**config.mk**
```make
export PLATFORM = sky130hd
export DESIGN_NAME = length_prefixed_packet_deframer
export DESIGN_NICKNAME = d
export VERILOG_FILES = /design/src/rtl/core/lppd_pkg.sv /design/src/rtl/core/lppd_pipe_reg.sv /design/src/rtl/core/lppd_frame_ctrl.sv /design/src/rtl/core/length_prefixed_packet_deframer.sv
export SDC_FILE = /design/constraint.sdc
export NUM_CORES = 1
export LEC_CHECK = 0
export ABC_CLOCK_PERIOD_IN_PS = 4200
export BUFFER_PORTS_ARGS = -buffer_cell sky130_fd_sc_hd__buf_2
export CORE_AREA = 3 3 96 98
export CTS_CLUSTER_SIZE = 10
export DETAILED_ROUTE_END_ITERATION = 6
export DIE_AREA = 0 0 99 101
export PLACE_DENSITY = 0.85
export SLEW_MARGIN = 25
export SYNTH_ARGS = -nofsm -noshare
export SYNTH_HDL_FRONTEND = slang
export SYNTH_SLANG_ARGS = --single-unit
```
**constraint.sdc**
```tcl
create_clock -name i_clk -period 4.2 [get_ports i_clk]
set_input_delay 0.42 -clock i_clk [delete_from_list [all_inputs] [get_ports i_clk]]
set_output_delay 0.42 -clock i_clk [all_outputs]
set_load 0.03 [all_outputs]
```
**src/rtl/core/lppd_pkg.sv**
```systemverilog
`timescale 1ns / 1ps
`default_nettype none

package lppd_pkg;

    // Header length in bytes; the first two bytes carry the packet size
    localparam int LPPD_HEADER_BYTES = 4;

    // Reset value of the maximum packet size register
    localparam logic [15:0] LPPD_MAX_BYTES_RST = 16'd4096;

    typedef enum logic [1:0] {
        FAULT_NONE  = 2'd0,
        FAULT_UNDER = 2'd1,
        FAULT_OVER  = 2'd2
    } t_fault;

    // One result transaction
    typedef struct packed {
        logic [7:0] out_byte;
        logic       byte_valid;
        logic       first_of_packet;
        logic       last_of_packet;
        t_fault     fault_code;
        logic       halted;
    } t_result;

endpackage

`default_nettype wire

```
**src/rtl/core/lppd_pipe_reg.sv**
```systemverilog
`timescale 1ns / 1ps
`default_nettype none

module lppd_pipe_reg #(
    parameter int WIDTH = 8
) (
    input  wire logic             i_clk,
    input  wire logic             i_rst_n,
    input  wire logic             i_valid,
    output logic                  o_ready,
    input  wire logic [WIDTH-1:0] i_data,
    output logic                  o_valid,
    input  wire logic             i_ready,
    output logic [WIDTH-1:0]      o_data
);

    logic             r_valid;
    logic [WIDTH-1:0] r_data;

    // Take a new transaction when empty or when the held one leaves
    assign o_ready = !r_valid || i_ready;

    always_ff @(posedge i_clk) begin
        if (!i_rst_n) begin
            r_valid <= 1'b0;
        end else if (o_ready) begin
            r_valid <= i_valid;
        end
    end

    // Payload needs no reset
    always_ff @(posedge i_clk) begin
        if (o_ready && i_valid) begin
            r_data <= i_data;
        end
    end

    assign o_valid = r_valid;
    assign o_data  = r_data;

endmodule

`default_nettype wire

```
**src/rtl/core/lppd_frame_ctrl.sv**
```systemverilog
`timescale 1ns / 1ps
`default_nettype none

module lppd_frame_ctrl #(
    parameter int HEADER_BYTES = lppd_pkg::LPPD_HEADER_BYTES
) (
    input  wire logic              i_clk,
    input  wire logic              i_rst_n,
    input  wire logic              i_cfg_wr_en,
    input  wire logic [15:0]       i_cfg_wr_data,
    input  wire logic              i_item_valid,
    output logic                   o_item_ready,
    input  wire logic [7:0]        i_item_byte,
    output logic                   o_res_valid,
    input  wire logic              i_res_ready,
    output lppd_pkg::t_result      o_res
);

    import lppd_pkg::*;

    localparam logic [15:0] LAST_HDR_POS = 16'(HEADER_BYTES - 1);
    localparam logic [15:0] HDR_LEN      = 16'(HEADER_BYTES);

    logic [15:0] r_max_bytes;
    logic [15:0] r_byte_pos;
    logic [7:0]  r_size_low;
    logic [15:0] r_pkt_len;
    logic        r_stopped;

    logic [15:0] n_byte_pos;
    logic [15:0] w_len;
    logic [16:0] w_pos_inc;
    logic        w_fire;
    t_fault      w_fault;
    logic        w_last;

    // Pass the handshake straight through to the result register
    assign o_res_valid  = i_item_valid;
    assign o_item_ready = i_res_ready;
    assign w_fire       = i_item_valid && i_res_ready;

    // Size is complete once the second header byte is here
    assign w_len     = (r_byte_pos == 16'd1) ? {i_item_byte, r_size_low} : r_pkt_len;
    assign w_pos_inc = {1'b0, r_byte_pos} + 17'd1;

    // Check the size on the last header byte, underflow first
    always_comb begin
        w_fault = FAULT_NONE;
        if (!r_stopped && r_byte_pos == LAST_HDR_POS) begin
            if (w_len < HDR_LEN) begin
                w_fault = FAULT_UNDER;
            end else if (w_len > r_max_bytes) begin
                w_fault = FAULT_OVER;
            end
        end
    end

    assign w_last = !r_stopped && (w_fault == FAULT_NONE) && (r_byte_pos >= LAST_HDR_POS)
                    && (w_pos_inc >= {1'b0, w_len});

    // Advance the byte position, wrap at packet end
    always_comb begin
        if (w_last) begin
            n_byte_pos = '0;
        end else begin
            n_byte_pos = w_pos_inc[15:0];
        end
    end

    // Build the result transaction
    always_comb begin
        o_res.out_byte = i_item_byte;
        if (r_stopped) begin
            o_res.byte_valid      = 1'b0;
            o_res.first_of_packet = 1'b0;
            o_res.last_of_packet  = 1'b0;
            o_res.fault_code      = FAULT_NONE;
            o_res.halted          = 1'b1;
        end else begin
            o_res.byte_valid      = (w_fault == FAULT_NONE);
            o_res.first_of_packet = (r_byte_pos == 16'd0);
            o_res.last_of_packet  = w_last;
            o_res.fault_code      = w_fault;
            o_res.halted          = (w_fault != FAULT_NONE);
        end
    end

    // Configuration register
    always_ff @(posedge i_clk) begin
        if (!i_rst_n) begin
            r_max_bytes <= LPPD_MAX_BYTES_RST;
        end else if (i_cfg_wr_en) begin
            r_max_bytes <= i_cfg_wr_data;
        end
    end

    // Update framing state per transaction; hold while halted
    always_ff @(posedge i_clk) begin
        if (!i_rst_n) begin
            r_byte_pos <= '0;
            r_size_low <= '0;
            r_pkt_len  <= '0;
            r_stopped  <= 1'b0;
        end else if (w_fire && !r_stopped) begin
            if (r_byte_pos == 16'd0) begin
                r_size_low <= i_item_byte;
            end
            if (r_byte_pos == 16'd1) begin
                r_pkt_len <= w_len;
            end
            if (w_fault != FAULT_NONE) begin
                r_stopped <= 1'b1;
            end else begin
                r_byte_pos <= n_byte_pos;
            end
        end
    end

endmodule

`default_nettype wire

```
**src/rtl/core/length_prefixed_packet_deframer.sv**
```systemverilog
`timescale 1ns / 1ps
`default_nettype none

// Path: an accepted input transaction is held in the input register, passes through the
// combinational framing logic, and is taken into the result register that drives the outputs.
// Throughput: one byte per cycle, set by the input and result registers around the
// combinational framing logic; both sides may stall independently.
// Reset (synchronous, active low): clears position, size and halt state, and sets
// the maximum packet size to 4096; no clearing pass, ready right after reset.
module length_prefixed_packet_deframer #(
    parameter int HEADER_BYTES = lppd_pkg::LPPD_HEADER_BYTES
) (
    input  wire logic        i_clk,
    input  wire logic        i_rst_n,
    input  wire logic        i_cfg_wr_en,
    input  wire logic [15:0] i_cfg_wr_data,
    input  wire logic        i_valid,
    output logic             o_stall,
    input  wire logic [7:0]  i_data_byte,
    output logic             o_valid,
    input  wire logic        i_stall,
    output logic [7:0]       o_out_byte,
    output logic             o_byte_valid,
    output logic             o_first_of_packet,
    output logic             o_last_of_packet,
    output logic [1:0]       o_fault_code,
    output logic             o_halted
);

    import lppd_pkg::*;

    localparam int RES_W = $bits(t_result);

    logic             w_in_ready;
    logic             w_item_valid;
    logic             w_item_ready;
    logic [7:0]       w_item_byte;
    logic             w_res_valid;
    logic             w_res_ready;
    t_result          w_res;
    logic [RES_W-1:0] w_out_bits;
    t_result          w_out;

    // Input register
    lppd_pipe_reg #(
        .WIDTH (8)
    ) u_in_reg (
        .i_clk   (i_clk),
        .i_rst_n (i_rst_n),
        .i_valid (i_valid),
        .o_ready (w_in_ready),
        .i_data  (i_data_byte),
        .o_valid (w_item_valid),
        .i_ready (w_item_ready),
        .o_data  (w_item_byte)
    );

    // Framing logic and state
    lppd_frame_ctrl #(
        .HEADER_BYTES (HEADER_BYTES)
    ) u_ctrl (
        .i_clk         (i_clk),
        .i_rst_n       (i_rst_n),
        .i_cfg_wr_en   (i_cfg_wr_en),
        .i_cfg_wr_data (i_cfg_wr_data),
        .i_item_valid  (w_item_valid),
        .o_item_ready  (w_item_ready),
        .i_item_byte   (w_item_byte),
        .o_res_valid   (w_res_valid),
        .i_res_ready   (w_res_ready),
        .o_res         (w_res)
    );

    // Result register
    lppd_pipe_reg #(
        .WIDTH (RES_W)
    ) u_out_reg (
        .i_clk   (i_clk),
        .i_rst_n (i_rst_n),
        .i_valid (w_res_valid),
        .o_ready (w_res_ready),
        .i_data  (w_res),
        .o_valid (o_valid),
        .i_ready (!i_stall),
        .o_data  (w_out_bits)
    );

    assign o_stall = !w_in_ready;

    // Unpack the result transaction onto the ports
    assign w_out             = t_result'(w_out_bits);
    assign o_out_byte        = w_out.out_byte;
    assign o_byte_valid      = w_out.byte_valid;
    assign o_first_of_packet = w_out.first_of_packet;
    assign o_last_of_packet  = w_out.last_of_packet;
    assign o_fault_code      = w_out.fault_code;
    assign o_halted          = w_out.halted;

endmodule

`default_nettype wire

```
==> results.toml <==
[setup_path]
critPathCaptureType = "flip-flop"
reg2reg_from = "u_ctrl.r_byte_pos[12]"
cp.arrival_ns = 4.28
cp_slowest_cell = "a2111oi_2"
cp_top_family = "compound AO/OA/AOI/OAI gates"
required_ns = 4.45
worst-path-buf-inv = 4
critPathMaxStageDelay_ns = 0.42
critPathMaxFanout = 10
critical_path.cell_chain = "nor4_1 > nand4_1 > buf_4 > clkbuf_16 > mux2i_2 > inv_1 > ha_1 > a21oi_1 > o21ai_0 > a2111oi_2 > buf_4 > o2bb2ai_2 > a21oi_2 > o311a_4 > a221o_1"
cp-start-kind = "flip-flop"
crit_type = "reg2reg"
crit_start = "u_ctrl.r_byte_pos[12]"
crit_top_cell = "buf_4"

[floorplan]
rows = 34
fp.dieW_um = 99
start_util = 0.514
ios = 45
die_h_um = 101
fp.coreArea_um2 = 8550
die_area_um2 = 10000

[finish]
area_growth_pct = 16.3
drive_above_1_share = 0.202
nNetsFinal = 581
diodes = 0
stdcell_count = 632

[clock_network]
clockBufferDepth = 2
cts_sinks = 81
clkLatencyLatePin_ns = 0.37
clkTransAtPathRegs_ns = 0.10
cts_tree = "built"
numCtsBuffers = 9
cts-root-buf = "clkbuf_8"
ctsHoldBuffers = 0
h-tree-depth = 3

[synthesis]
synth_compound_area_frac = 0.123
synthCells = 466
yosysUniqueCellTypes = 54
synth_xor_area_frac = 0.0299
syn_nets = 528
synth_seq_cells = 81
synth_edf_count = 22
ys.flop_type = "dfxtp_1"
yosys_warnings = 0
synth.area.mux_share = 0.0987
ys_async_sr_fraction = 0
synth-simple-area-share = 0.183
ys_seq_area_frac = 0.419
syn_avg_cell_area_um2 = 9.44
synth_top_family_by_area = "simple AND/OR/NAND/NOR gates"
yosys.area_share.adder = 0.0939
synth_area_um2 = 4400

[grt]
grt_pass1_wl_mm = 16.7
antenna_found_initial = 0
grtUsageTotal = 0.209
grt_max_degree = 43
grt-ovfl-total = 0
grt_pass1_vias = 3564

[sta]
setup_viol = 0
tightest_slew_ns = 0.958
min_period_ns = 4.02
hold_viol_final = 0
tns_ns = 0
drv_slew = 0
fin_crit_sh = 0.958
fmax_mhz = 249
fin_worst_skew_ns = 0.00884
slew_headroom = 0.362

[power]
power.density_nw_per_um2 = 382
p_total_w = 0.00195
p_leak_nw = 2.34
peakVddDrop_mv = 0.301

[placement]
globalplace.congestion = 0.965
dp_cells = 614
port_buffers = 44
dp_hpwl_mm = 7.79

[detailed_routing]
wl_per_cell_um = 16.5
drt-initial-drc-count = 286
drt-total-wl_mm = 10.4
via_count = 3719
detail-route-antenna-nets = 0
drt-vias-per-instance = 5.88
drc = 0
first_pass_iters = 5

[run_status]
status = "completed"

[min_path]
hold_path_class = "in2reg"
min_from = "i_data_byte[5]"

[run]
drv_cap = 0
## layout by cell type (no fill, tap or decap), types with 7 or more instances in the layout
cell type  Yosys  routed
nand2_1       36      35
or3_1          7       7
dfxtp_1       59      57
nor2_1        58      58
clkbuf_8       0       9
edfxtp_1      22      22
ha_1          33      33
nand3_1        8       8
buf_2          2      44
nand4_1       12      12
nor4_1         9       8
and3_1         9       8
buf_4          0      16
mux2i_1       40      32
o21ai_0       19      19
inv_1         37      37
a21oi_1       13      13
mux2i_2        0       7
xnor2_1       10      10
## routing by layer
metal,part of all wire,global-route usage
met5,0,0
met4,0.023,0.0725
met3,0.065,0.0374
met2,0.48,0.345
met1,0.43,0.276
## area by class of cell
class                   instances  area, µm²
multi-input cells             328       2410
flip-flops and latches         81       1840
clock inverters                 7       81.3
clock buffers                   9        124
inverters                      37        139
well taps                     108        135
repair buffers                 62        385
fillers                       680       3430
## kinds of logic (layout without fill, tap and decap cells)
family	count (synthesis)	after routing
xor gates and xnor gates	15	15
buffers and inverters	57	115
adders and majority gates	33	33
DFF	81	81
muxes	42	42
and+or+nand+nor	164	164
AOI/OAI and AO/OA	74	74
## worst register-to-register path: stages (launching register included)
cell	delay [ns]
dfxtp_1	0.37
nor4_1	0.38
nand4_1	0.25
buf_4	0.22
clkbuf_16	0.17
mux2i_2	0.22
inv_1	0.07
ha_1	0.31
a21oi_1	0.14
o21ai_0	0.13
a2111oi_2	0.42
buf_4	0.19
o2bb2ai_2	0.12
a21oi_2	0.12
o311a_4	0.42
a221o_1	0.37
## report_power, final
part	internal, W	switching, W	total, W
clock	0.000238	0.000336	0.000574
sequential	0.000844	0.0000348	0.000879
combinational	0.000218	0.000282	0.000500
total	0.00130	0.000653	0.00195
## repair_timing
action,4_1_cts,5_1_grt
endpoints found under the setup margin,0,16
resized for setup,0,22
setup buffers,0,1
## state kept, by name, indices dropped and copies added, names as in the netlist
| signal | flops |
|---|---|
| u_ctrl.r_byte_pos | 16 |
| u_ctrl.r_max_bytes | 16 |
| u_ctrl.r_pkt_len | 16 |
| u_out_reg.o_data | 14 |
| u_ctrl.r_size_low | 8 |
| u_in_reg.o_data | 8 |
| u_ctrl.r_stopped | 1 |
| u_in_reg.o_valid | 1 |
| u_out_reg.o_valid | 1 |
## final timing paths
kind	end	slack, ns	depth (start not counted)
worst min register to register	u_out_reg.o_valid	0.50	2
worst max-delay path	u_ctrl.r_byte_pos[2]	0.18	15
worst min-delay path	u_in_reg.o_data[5]	0.22	1
worst max register to register	u_ctrl.r_byte_pos[2]	0.18	15
## cells in the mapped netlist, types with 3 or more instances
library cell | number | area share
ha_1 | 33 | 0.094
clkbuf_1 | 13 | 0.011
nor2_1 | 58 | 0.050
a32oi_1 | 3 | 0.0060
nand4_1 | 12 | 0.017
a22o_1 | 6 | 0.012
nand3_1 | 8 | 0.0091
o21ai_0 | 19 | 0.022
o41ai_1 | 3 | 0.0060
xnor2_1 | 10 | 0.020
and3_1 | 9 | 0.013
a21oi_1 | 13 | 0.015
or3_1 | 7 | 0.010
nor3_1 | 3 | 0.0034
nand2_1 | 36 | 0.031
o221ai_1 | 5 | 0.010
buf_1 | 3 | 0.0026
nand3b_1 | 3 | 0.0051
xor2_1 | 5 | 0.010
inv_1 | 37 | 0.032
mux2i_1 | 40 | 0.091
dfxtp_1 | 59 | 0.27
nor2b_1 | 5 | 0.0071
edfxtp_1 | 22 | 0.15
a2111oi_0 | 5 | 0.010
nor4_1 | 9 | 0.013
## per-stage QoR
step | hold slack, ns | util | cell area [µm²] | setup slack (ns)
5_1_grt | 0.201 | 0.598 | 5120 | -0.0346
3_5_place_dp | 0.479 | 0.561 | 4790 | 0.0774
6_report | 0.220 | 0.598 | 5120 | 0.178
2_1_floorplan | 0.444 | - | 4400 | 0.157
3_3_place_gp | 0.460 | 0.561 | 4790 | 0.159
4_1_cts | 0.212 | 0.585 | 5000 | 0.0262
(Power assumes the default switching activity.)
